==> src/rtl/npz_pkg.sv <==
`timescale 1ns / 1ps
package npz_pkg;

    localparam int MOM_WIDTH_DEF = 24;
    localparam int unsigned W_MASS_RESET = 80399;

    // operand slice width of the pipelined wide multiplier
    localparam int MUL_PIECE_W = 32;

endpackage

==> src/rtl/npz_mul.sv <==
`timescale 1ns / 1ps
module npz_mul #(
    parameter int A_W = 32,
    parameter int B_W = 32
) (
    input  logic               aclk,
    input  logic               en,
    input  logic [A_W-1:0]     op_a,
    input  logic [B_W-1:0]     op_b,
    output logic [A_W+B_W-1:0] prod
);
    import npz_pkg::*;

    localparam int NA    = (A_W + MUL_PIECE_W - 1) / MUL_PIECE_W;
    localparam int NB    = (B_W + MUL_PIECE_W - 1) / MUL_PIECE_W;
    localparam int PP_W  = 2 * MUL_PIECE_W;
    localparam int SUM_W = (NA + NB) * MUL_PIECE_W;

    logic [NA*MUL_PIECE_W-1:0] a_pad;
    logic [NB*MUL_PIECE_W-1:0] b_pad;
    logic [PP_W-1:0]           pp_next [NA*NB];
    logic [PP_W-1:0]           pp_reg  [NA*NB];
    logic [SUM_W-1:0]          sum_next;
    logic [A_W+B_W-1:0]        prod_reg;

    assign a_pad = (NA*MUL_PIECE_W)'(op_a);
    assign b_pad = (NB*MUL_PIECE_W)'(op_b);

    // slice products, registered in pp_reg
    always_comb begin
        for (int i = 0; i < NA; i++) begin
            for (int j = 0; j < NB; j++) begin
                pp_next[i*NB+j] = PP_W'(a_pad[i*MUL_PIECE_W +: MUL_PIECE_W])
                                * PP_W'(b_pad[j*MUL_PIECE_W +: MUL_PIECE_W]);
            end
        end
    end

    // shifted sum of the slice products, registered in prod_reg
    always_comb begin
        sum_next = '0;
        for (int i = 0; i < NA; i++) begin
            for (int j = 0; j < NB; j++) begin
                sum_next = sum_next + (SUM_W'(pp_reg[i*NB+j]) << (MUL_PIECE_W * (i + j)));
            end
        end
    end

    always_ff @(posedge aclk) begin
        if (en) begin
            for (int i = 0; i < NA*NB; i++) begin
                pp_reg[i] <= pp_next[i];
            end
            prod_reg <= sum_next[A_W+B_W-1:0];
        end
    end

    assign prod = prod_reg;

endmodule

==> config.mk <==
export PLATFORM = sky130hd
export DESIGN_NAME = npz_mul
export DESIGN_NICKNAME = d
export VERILOG_FILES = /design/src/rtl/npz_pkg.sv /design/src/rtl/npz_mul.sv
export SDC_FILE = /design/constraint.sdc
export NUM_CORES = 2
export LEC_CHECK = 0
export BUFFER_PORTS_ARGS = -buffer_cell sky130_fd_sc_hd__buf_2
export CAP_MARGIN = 15
export CORE_ASPECT_RATIO = 0.75
export CORE_MARGIN = 2
export CORE_UTILIZATION = 30
export DETAILED_ROUTE_END_ITERATION = 10
export GPL_ROUTABILITY_DRIVEN = 0
export GPL_TIMING_DRIVEN = 0
export SLEW_MARGIN = 30
export SYNTH_ARGS = -nofsm -noshare
export SYNTH_HDL_FRONTEND = slang
export SYNTH_SLANG_ARGS = --single-unit
==> constraint.sdc <==
create_clock -name aclk -period 8 [get_ports aclk]
set_clock_uncertainty 0.05 [all_clocks]
set_input_delay 1.6 -clock aclk [delete_from_list [all_inputs] [get_ports aclk]]
set_output_delay 1.6 -clock aclk [all_outputs]
set_load 0.01 [all_outputs]
==> impl_metrics.tcl <==
set metrics [dict create \
    syn_area_per_cell_um2 9.69 \
    tightestPinTransition_ps 1030 \
    worstPathRequired_ps 8160 \
    hold_buffers 0 \
    report.final.slew_viol_count 0 \
    status "complete, but fails checks" \
    drcViolationCount 6 \
    violations "DRC, setup timing" \
    fill_cells 12300 \
    final_antenna_net_count 0 \
    final_cell_mix "inv_1 (836), fa_1 (825), and2_1 (564), nand2_1 (474), ha_1 (240)" \
    final_common_cell "inv_1" \
    viasPerCell 5.03 \
    hold_violations 0 \
    ios 130 \
    slowest_delay_ps 620 \
    grt_pass1_wl_um 208000 \
    synthCells 3858 \
    ys_warn_count 0 \
    synth_flop_cell "edfxtp_1" \
    worstSetupStartpointType "input pin" \
    drive_above_1_share_pct 19.9 \
    dieHeight_um 310 \
    crit_path_max_fanout 10 \
    cpLargestDelayFamily "adder cells" \
    rrSetupSlack_ps 7300 \
    cts-root-buf "clkbuf_16" \
    cp.arrival_ps 8650 \
    wl_um 145000 \
    synth_edf_count 128 \
    hold_path.class "flop to flop" \
    syn_area_um2 37400 \
    syn_nets 5083 \
    hpwl_um 116000 \
    clock.fmax_ghz 0.118 \
    grt_pass1_vias 30600 \
    cts_tree "yes" \
    wl_per_cell_um 24.7 \
    crit_start "op_a[6]" \
    crit_buf_inv 6 \
    hold_path_depth 0 \
    htree_levels 4 \
    critPathKind "input pin to flop" \
    antenna_found_initial 25 \
    synth-seq-cells 128 \
    timing.rr.start "pp_reg[0][29]" \
    finalCritPeriodShare_pct 106 \
    rsz0062_at_grt "true" \
    clock-sinks 128 \
    seqCellArea_um2 3840 \
    rows 112 \
    slowest_stage "fa_2" \
    multi_input_area_um2 30600 \
    synthTopCellsByArea "fa_1 (48%), edfxtp_1 (10%), and2_1 (10%), ha_1 (8.8%), inv_1 (8.7%)" \
    drt_iter0_drc 3251 \
    hold_ws_ps 349 \
    synth-async-reset-ratio_pct 0 \
    grt_overflow_total 0 \
    cts_buffers 25 \
    clk_path_buf_depth 3 \
    reg2reg_to "prod[29]" \
    grt_max_degree 88 \
    die_w_um 412 \
    drv_cap 0 \
    min_from "pp_reg[0][36]" \
    dr.pass1.iters 10 \
    io_buffers 129 \
    grt_usage_pct 22.7 \
    core_area_um2 124000 \
    crit_path_frequent_cell "fa_1" \
    yosys.area.top_type "fa_1" \
    setup_viol 27 \
    nets 5431 \
    synth_cell_type_count 65 \
    clk_latency_ps 500 \
    rr_worst_depth 0 \
    initial_core_util_pct 30.1 \
    vias 29500 \
    min_period_ps 8480 \
    min_delay_worst_endpoint "prod[36]" \
    area_growth_pct 24.9 \
    die_area_um2 127000 \
    path_cells "buf_2, clkbuf_8, nand2_1, fa_1, inv_1, fa_1, fa_1, fa_2, fa_1, fa_1, fa_1, inv_2, fa_2, inv_2, ha_4, buf_4, a21oi_1, o21ai_0, a211oi_4, o21ai_2, o21ai_4, nor4_2, nor3_1, xnor2_1" \
    setup_ws_ps -484 \
    ys_seq_area_share_pct 10.3 \
    clk_pin_slew_ps 60 \
    slew_headroom_pct 31.3 \
    crit_path_end_kind "flop" \
    netlist.area_leader.share_pct 48.0 \
]
==> timing repair <==
action / 4_1_cts / 5_1_grt
buffers inserted: 125 / 69
gates cloned: 5 / 7
endpoints found under the setup margin: 47 / 37
pin swaps: 144 / 174
resized for setup: 778 / 249
==> area by class of cell <==
class,count,area share [%]
Antenna cell,11,0.0590
Buffer,206,7.25
Clock buffer,26,1.35
Clock inverter,6,0.0670
Inverter,868,6.98
Multi-Input combinational cell,2643,65.6
Sequential cell,128,8.24
Tap cell,1653,4.43
Timing Repair Buffer,334,6.01
==> synth_stat cells (all sizes together), types with 3 or more instances <==
cell type and instances:
fa 896, inv 868, and2 606, nand2 479, ha 263, clkbuf 210
edfxtp 128, a21oi 76, o21ai 48, xnor2 34, nor2 27, xor2 26
a21o 25, nand3 23, nand4 19, and3 15, o21bai 12, a31oi 10
buf 9, nor3 9, a211oi 7, o21a 7, o211ai 6, nor2b 5
nor4 5, o31ai 5, or3 4, a2111oi 3, a21boi 3, nand2b 3
==> stage by stage <==
| step | instances | worst slack, ps | TNS [ps] | area (µm²) | utilization (%) |
|---|---|---|---|---|---|
| 3_3_place_gp | 5640 | -2410 | -72750 | 40300 | 32.5 |
| 3_5_place_dp | 5642 | -2300 | -71120 | 40300 | 32.5 |
| 5_1_grt | 5867 | -540 | -8970 | 46600 | 37.6 |
| 2_1_floorplan | 3858 | 0.272 | 0 | 37500 | - |
| 6_report | 5875 | -484 | -6220 | 46700 | 37.6 |
| 4_1_cts | 5797 | -362 | -3790 | 45300 | 36.5 |
==> how the worst max path moves through the flow <==
stage / endpoint / cells after the start
6_report: pp_reg[0][54] / 24
2_1_floorplan: pp_reg[0][62] / 25
4_1_cts: pp_reg[0][54] / 25
3_5_place_dp: pp_reg[0][63] / 24
5_1_grt: pp_reg[0][54] / 26
3_3_place_gp: pp_reg[0][63] / 22
==> cell families after synthesis <==
family          share of synthesized area (%)
flops                                    10.3
fa+ha+maj                                56.8
buf+inv                                  10.9
simple gates                             16.8
xor+xnor                                 1.41
compound gates                           3.76
==> routing by layer <==
| metal | GRT usage, % | share of wire [%] | routed length (µm) | up-vias |
|---|---|---|---|---|
| met1 | 30.5 | 39 | 56300 | 15200 |
| met5 | 0 | 0.13 | 195 | - |
| met2 | 32.4 | 41 | 60100 | 1890 |
| met4 | 7.93 | 4.3 | 6300 | 22 |
| li1 | - | - | - | 12100 |
| met3 | 9.81 | 15 | 22400 | 354 |
Power is left out: the tool's default activity adds up to more than one toggle a clock period on the data nets, which glitch-free logic cannot reach.
